File: config.mk
export PLATFORM = sky130hd
export DESIGN_NAME = bed_genotype_stream_decoder_unit
export DESIGN_NICKNAME = d
export VERILOG_FILES = /design/src/hdl/bgsd_pkg.sv /design/src/hdl/bgsd_cfg.sv /design/src/hdl/bgsd_core.sv /design/src/hdl/bed_genotype_stream_decoder_unit.sv
export SDC_FILE = /design/constraint.sdc
export NUM_CORES = 1
export LEC_CHECK = 0
export BUFFER_PORTS_ARGS = -buffer_cell sky130_fd_sc_hd__buf_2
export CAP_MARGIN = 40
export CORE_UTILIZATION = 30
export DETAILED_ROUTE_END_ITERATION = 8
export PLACE_DENSITY = 0.5
export SLEW_MARGIN = 20
export SYNTH_ARGS = -nofsm -noshare
export SYNTH_HDL_FRONTEND = slang
export SYNTH_SLANG_ARGS = --single-unit
File: constraint.sdc
create_clock -name clk -period 7.83 [get_ports clk]
set_clock_uncertainty 0.05 [all_clocks]
set_input_delay 0.3915 -clock clk [delete_from_list [all_inputs] [get_ports clk]]
set_output_delay 0.3915 -clock clk [all_outputs]
set_load 0.005 [all_outputs]
File: src/hdl/bgsd_pkg.sv
`timescale 1ns / 1ps
package bgsd_pkg;

  localparam int SAMPLE_W   = 21;
  localparam int SNP_W      = 25;
  localparam int BYTE_IDX_W = 18;
  localparam int FIRST_W    = 20;
  localparam int SNP_IDX_W  = 24;
  localparam int CFG_DATA_W = 25;
  localparam int OUT_DATA_W = 56;

  localparam logic [SAMPLE_W-1:0] MAX_SAMPLES = 21'h100000;
  localparam logic [SNP_W-1:0]    MAX_SNPS    = 25'h1000000;

  localparam logic CFG_SAMPLE_COUNT = 1'b0;
  localparam logic CFG_SNP_COUNT    = 1'b1;

  localparam logic STATUS_GENO     = 1'b0;
  localparam logic STATUS_MODE_ERR = 1'b1;

  localparam logic [1:0] HDR_MODE = 2'd2;
  localparam logic [1:0] HDR_DATA = 2'd3;

  localparam logic [7:0] MODE_IND_MAJOR = 8'h00;

  typedef struct packed {
    logic [BYTE_IDX_W-1:0] last_byte;
    logic [2:0]            last_valid;
    logic [SNP_W-1:0]      snp_limit;
  } cfg_eff_t;

  typedef struct packed {
    logic                 status;
    logic                 snp_last;
    logic [SNP_IDX_W-1:0] snp_index;
    logic [FIRST_W-1:0]   first_sample;
    logic [2:0]           valid_count;
    logic [1:0]           geno_d;
    logic [1:0]           geno_c;
    logic [1:0]           geno_b;
    logic [1:0]           geno_a;
  } out_item_t;

  function automatic logic [1:0] map_pair(input logic [1:0] pair);
    logic [1:0] g;
    unique case (pair)
      2'b11: g = 2'd0;
      2'b10: g = 2'd1;
      2'b00: g = 2'd2;
      default: g = 2'd3;
    endcase
    return g;
  endfunction

endpackage

File: src/hdl/bgsd_cfg.sv
`timescale 1ns / 1ps
module bgsd_cfg (
  input  logic                           clk,
  input  logic                           rst_n,
  input  logic                           cfg_we,
  input  logic                           cfg_index,
  input  logic [bgsd_pkg::CFG_DATA_W-1:0] cfg_wdata,
  output bgsd_pkg::cfg_eff_t             eff
);
  import bgsd_pkg::*;

  logic [SAMPLE_W-1:0] sample_count_r;
  logic [SNP_W-1:0]    snp_count_r;
  logic [FIRST_W-1:0]  n_m1;

  always_ff @(posedge clk) begin
    if (!rst_n) begin
      sample_count_r <= SAMPLE_W'(1);
      snp_count_r    <= SNP_W'(1);
    end else if (cfg_we) begin
      unique case (cfg_index)
        CFG_SAMPLE_COUNT: sample_count_r <= cfg_wdata[SAMPLE_W-1:0];
        CFG_SNP_COUNT:    snp_count_r    <= cfg_wdata[SNP_W-1:0];
        default: ;
      endcase
    end
  end

  // effective sample count minus one, clamped to 1..MAX_SAMPLES
  always_comb begin
    priority if (sample_count_r == '0) begin
      n_m1 = '0;
    end else if (sample_count_r > MAX_SAMPLES) begin
      n_m1 = FIRST_W'(MAX_SAMPLES - SAMPLE_W'(1));
    end else begin
      n_m1 = FIRST_W'(sample_count_r - SAMPLE_W'(1));
    end
  end

  always_comb begin
    eff.last_byte  = n_m1[FIRST_W-1:2];
    eff.last_valid = {1'b0, n_m1[1:0]} + 3'd1;
    priority if (snp_count_r == '0) begin
      eff.snp_limit = SNP_W'(1);
    end else if (snp_count_r > MAX_SNPS) begin
      eff.snp_limit = MAX_SNPS;
    end else begin
      eff.snp_limit = snp_count_r;
    end
  end

endmodule

File: src/hdl/bgsd_core.sv
`timescale 1ns / 1ps
module bgsd_core (
  input  logic                clk,
  input  logic                rst_n,
  input  logic                in_tvalid,
  output logic                in_tready,
  input  logic [7:0]          in_byte,
  input  bgsd_pkg::cfg_eff_t  eff,
  input  logic                out_free,
  output logic                res_valid,
  output bgsd_pkg::out_item_t res
);
  import bgsd_pkg::*;

  logic                  s1_valid_r, s1_valid_nxt;
  logic [7:0]            s1_byte_r;
  logic [1:0]            hdr_pos_r, hdr_pos_nxt;
  logic [BYTE_IDX_W-1:0] byte_in_snp_r, byte_in_snp_nxt;
  logic [SNP_W-1:0]      snp_cnt_r, snp_cnt_nxt;
  logic                  halted_r, halted_nxt;
  logic                  work;
  logic                  last;
  logic                  in_acc;

  assign in_tready = !s1_valid_r || out_free;
  assign in_acc    = in_tvalid && in_tready;
  assign work      = s1_valid_r && out_free;
  assign last      = byte_in_snp_r >= eff.last_byte;

  always_comb begin
    s1_valid_nxt = in_acc ? 1'b1 : (work ? 1'b0 : s1_valid_r);
  end

  always_comb begin
    hdr_pos_nxt     = hdr_pos_r;
    byte_in_snp_nxt = byte_in_snp_r;
    snp_cnt_nxt     = snp_cnt_r;
    halted_nxt      = halted_r;
    res_valid       = 1'b0;
    res             = '0;
    if (work && !halted_r) begin
      priority if (hdr_pos_r < HDR_MODE) begin
        hdr_pos_nxt = hdr_pos_r + 2'd1;
      end else if (hdr_pos_r == HDR_MODE) begin
        hdr_pos_nxt = HDR_DATA;
        if (s1_byte_r == MODE_IND_MAJOR) begin
          halted_nxt = 1'b1;
          res_valid  = 1'b1;
          res.status = STATUS_MODE_ERR;
        end
      end else if (snp_cnt_r < eff.snp_limit) begin
        res_valid        = 1'b1;
        res.status       = STATUS_GENO;
        res.geno_a       = map_pair(s1_byte_r[1:0]);
        res.geno_b       = map_pair(s1_byte_r[3:2]);
        res.geno_c       = map_pair(s1_byte_r[5:4]);
        res.geno_d       = map_pair(s1_byte_r[7:6]);
        res.valid_count  = last ? eff.last_valid : 3'd4;
        res.first_sample = {byte_in_snp_r, 2'b00};
        res.snp_index    = snp_cnt_r[SNP_IDX_W-1:0];
        res.snp_last     = last;
        if (last) begin
          byte_in_snp_nxt = '0;
          snp_cnt_nxt     = snp_cnt_r + SNP_W'(1);
        end else begin
          byte_in_snp_nxt = byte_in_snp_r + BYTE_IDX_W'(1);
        end
      end else begin
        res_valid = 1'b0;
      end
    end
  end

  always_ff @(posedge clk) begin
    if (!rst_n) begin
      s1_valid_r    <= 1'b0;
      hdr_pos_r     <= '0;
      byte_in_snp_r <= '0;
      snp_cnt_r     <= '0;
      halted_r      <= 1'b0;
    end else begin
      s1_valid_r    <= s1_valid_nxt;
      hdr_pos_r     <= hdr_pos_nxt;
      byte_in_snp_r <= byte_in_snp_nxt;
      snp_cnt_r     <= snp_cnt_nxt;
      halted_r      <= halted_nxt;
    end
  end

  always_ff @(posedge clk) begin
    if (in_acc) begin
      s1_byte_r <= in_byte;
    end
  end

endmodule

File: src/hdl/bed_genotype_stream_decoder_unit.sv
`timescale 1ns / 1ps
// channel  | direction | tdata (low bit up)                                      | side
// in_      | slave     | byte_value                                              | -
// out_     | master    | geno_a..d, valid_count, first_sample, snp_index, pad    | tlast snp_last, tuser status
// cfg_     | write     | index 0 sample_count, 1 snp_count                       | -
// one request per cycle sustained while out_tready stays high
// input register, then decode and counter update into the output register
// reset clears the header, byte, snp counters, halt flag and both valid flags
// out_tready low holds the output register; the input stage fills and then stalls
module bed_genotype_stream_decoder_unit (
  input  logic                              clk,
  input  logic                              rst_n,
  input  logic                              in_tvalid,
  output logic                              in_tready,
  input  logic [7:0]                        in_tdata,   // byte_value
  output logic                              out_tvalid,
  input  logic                              out_tready,
  // geno_a, geno_b, geno_c, geno_d, valid_count, first_sample, snp_index, zero pad
  output logic [bgsd_pkg::OUT_DATA_W-1:0]   out_tdata,
  output logic                              out_tlast,  // snp_last
  output logic                              out_tuser,  // status
  input  logic                              cfg_we,
  input  logic                              cfg_index,
  input  logic [bgsd_pkg::CFG_DATA_W-1:0]   cfg_wdata
);
  import bgsd_pkg::*;

  cfg_eff_t  eff;
  out_item_t res;
  out_item_t out_r;
  logic      res_valid;
  logic      out_free;
  logic      out_valid_r;

  assign out_free = !out_valid_r || out_tready;

  bgsd_cfg u_cfg (
    .clk       (clk),
    .rst_n     (rst_n),
    .cfg_we    (cfg_we),
    .cfg_index (cfg_index),
    .cfg_wdata (cfg_wdata),
    .eff       (eff)
  );

  bgsd_core u_core (
    .clk       (clk),
    .rst_n     (rst_n),
    .in_tvalid (in_tvalid),
    .in_tready (in_tready),
    .in_byte   (in_tdata),
    .eff       (eff),
    .out_free  (out_free),
    .res_valid (res_valid),
    .res       (res)
  );

  always_ff @(posedge clk) begin
    if (!rst_n) begin
      out_valid_r <= 1'b0;
    end else if (out_free) begin
      out_valid_r <= res_valid;
    end
  end

  always_ff @(posedge clk) begin
    if (out_free && res_valid) begin
      out_r <= res;
    end
  end

  assign out_tvalid = out_valid_r;
  assign out_tdata  = {1'b0, out_r.snp_index, out_r.first_sample, out_r.valid_count,
                       out_r.geno_d, out_r.geno_c, out_r.geno_b, out_r.geno_a};
  assign out_tlast  = out_r.snp_last;
  assign out_tuser  = out_r.status;

endmodule

==> flow_summary.toml <==
[route]
via_per_inst = 5.06
dr.pass1.iters = 7
wl_per_cell_um = 16.0
drc = 9
num_vias = 6607
wl_mm = 20.9
first_iter_violations = 511
antenna_left = 0

[timing]
period_needed_ns = 4.80
finalMaxSlewViolations = 0
finalCritPeriodShare_pct = 61.3
worst_slew_pin_slew_ns = 0.807
hold_slack_ns = 0.0913
rsz0062_at_grt = "false"
finalSetupTns_ns = 0
finalSetupViolations = 0
finalHoldViolations = 0
fmax_mhz = 208
relSlewSlack_pct = 46.2

[critical_path]
slowest_stage = "or4b_4"
r2r_setup_slack_ns = 3.03
cp_slowest_stage_delay_ns = 0.58
required_ns = 8.14
crit_path_max_fanout = 58
cp-endpoint = "u_core.byte_in_snp_r[5]"
reg2reg_from = "u_cfg.sample_count_r[0]"
worstSetupPathType = "reg2reg"
startpoint_type = "flop"
cp.arrival_ns = 5.11
worstSetupStartpoint = "u_cfg.sample_count_r[0]"
rr_worst_depth = 17
endpoint_kind = "flop"
crit_path_frequent_cell = "a21oi_1"
path_cells = "inv_1, ha_1, nand3b_2, or4b_4, nor3_2, nand2_1, a21oi_1, ha_1, a21oi_1, o21ai_0, a221o_1, a31o_2, nand2_1, buf_4, o21ai_1, buf_4, a21oi_1"
worst_r2r_endpoint = "u_core.byte_in_snp_r[5]"

[place]
io_buffers = 95
place.gp.congestion = 0.816
hpwl_mm = 15.1

[yosys]
avgSynthCellArea_sq_um = 9.12
syn_area_sq_um = 8040
yosysMostFrequentCell = "nand2_1"
synth_edf_count = 63
yosys.cell_types.count = 60
async_flop_share_pct = 0
ys.flop_type = "dfxtp_1"
synth_cells = 882
ys_top_cells_by_area = "edfxtp_1 (24%), dfxtp_1 (23%), ha_1 (8.4%)"
ys_top_cells_by_count = "nand2_1 (152), a21oi_1 (111), dfxtp_1 (94), edfxtp_1 (63), ha_1 (54)"
netlist.top_cell.by_area = "edfxtp_1"
ys_seq_area_share_pct = 46.9
ys_warn_count = 0
synth_seq_cells = 157
synth_top_area_share_pct = 23.5

[grt]
antenna_found_initial = 0
grt_start_max_net_pins = 85
overflow = 0
grt_pass1_vias = 6080
grt_usage_pct = 15.5
grt_pass1_wl_mm = 33.8

[die]
die-area_sq_um = 27500
ioPinCount = 99
die_w_um = 166
core_area_sq_um = 26200
start_util_pct = 30.7
die_height_um = 166
row_count = 59

[run_status]
failed_checks = "design-rule violations"
status = "complete, but fails checks"

[layout]
nNetsFinal = 1050
area_growth_pct = 17.1
antenna_cells = 0
fillers = 2740
drive_gt1_share_pct = 16.3

[worst_hold_path]
min_path_cells = 1
min_from = "in_tdata[3]"
hp-class = "in2reg"

[pwr]
p_per_area_nw_per_um2 = 197
peakVddDrop_mv = 0.125
leakagePower_nw = 3.69
power_mw = 1.85

[clock_network]
cts_hold_buffers = 0
numClockSinks = 157
clk_latency_ns = 0.42
cts_resized = 0
htree_levels = 4
numCtsBuffers = 17
clk_pin_slew_ns = 0.07
root_buffer = "clkbuf_16"
cts_setup_buffers = 0
ctsLongestPathBuffers = 2
cts_tree = "done"

[flow_run]
drv_cap = 0
## area by class of cell
class	instances	area, sq um	share of cell area (%)
clock buffers	20	468	4.97
clock inverters	12	124	1.32
inverters	27	101	1.08
multi-input cells	648	3960	42.1
flip-flops and latches	157	3770	40.1
well taps	335	419	4.45
repair buffers	106	571	6.06
## worst min path at each step
stage	to	slack, ns
after floorplan	u_core.hdr_pos_r[1]	0.39
after CTS	u_core.s1_byte_r[3]	0.08
after detailed placement	u_core.hdr_pos_r[1]	0.40
final	u_core.s1_byte_r[3]	0.09
after global routing	u_core.s1_byte_r[3]	0.07
after global placement	u_core.hdr_pos_r[1]	0.40
## per-layer routing
metal	share of wire [%]	wire length, um	GRT usage [%]	up-vias
li1	-	-	-	3339
met3	4.7	987	3.10	13
met4	1.2	257	4.14	0
met1	54	11300	24.0	3105
met5	0	0	0	-
met2	40	8390	21.3	150
## worst max-delay path, delay by kind of cell (launching register included)
family	cells	cell delay, ns
simple gates	5	1.57
compound gates	7	1.44
buf+inv	3	0.80
fa+ha+maj	2	0.52
flops	1	0.34
## layout by cell type, fill, tap and decap left out, drive strengths merged, types with 27 or more instances in the layout
| cell type | synthesis | routed |
|---|---|---|
| ha | 54 | 54 |
| dfxtp | 94 | 94 |
| edfxtp | 63 | 63 |
| and2 | 48 | 48 |
| a21oi | 113 | 113 |
| nor2 | 47 | 47 |
| inv | 26 | 32 |
| or4 | 27 | 27 |
| nand2 | 152 | 152 |
| buf | 13 | 106 |
## power breakdown
| part | total [mW] | leakage, nW | switching [mW] | internal [mW] |
|---|---|---|---|---|
| sequential | 0.876 | 1.47 | 0.0156 | 0.860 |
| combinational | 0.138 | 1.94 | 0.0855 | 0.0530 |
| clock | 0.839 | 0.288 | 0.364 | 0.475 |
| total | 1.85 | 3.69 | 0.465 | 1.39 |
## registers in the layout (all words and copies together) (netlist names)
signal,flops
u_core.s1_valid_r,1
u_core.byte_in_snp_r,18
out_tuser,1
u_cfg.sample_count_r,21
out_tvalid,1
u_cfg.snp_count_r,25
u_core.s1_byte_r,8
out_tlast,1
out_tdata,53
u_core.halted_r,1
u_core.hdr_pos_r,2
u_core.snp_cnt_r,25
## metrics by stage
stage | instance area, sq um | utilization [%] | instances | setup WS [ns]
floorplan | 8050 | - | 884 | 3.52
global placement | 8780 | 33.5 | 1268 | 2.86
detailed placement | 8810 | 33.6 | 1272 | 2.98
CTS | 9400 | 35.9 | 1304 | 2.98
global route | 9420 | 35.9 | 1305 | 2.63
finish | 9420 | 35.9 | 1305 | 3.03
## cell families (layout without fill, tap and decap cells)
group                      count (synthesis)  after routing  share of synthesized area (%)
DFF                                      157            157                           46.9
AOI/OAI and AO/OA                        196            196                           14.4
xor gates and xnor gates                  16             16                           1.74
other                                      1              3                         0.0466
buffers and inverters                     79            165                           4.08
and+or+nand+nor                          379            379                           24.4
adders and majority gates                 54             54                           8.40
Note: power is estimated with default switching activity, not from simulation.
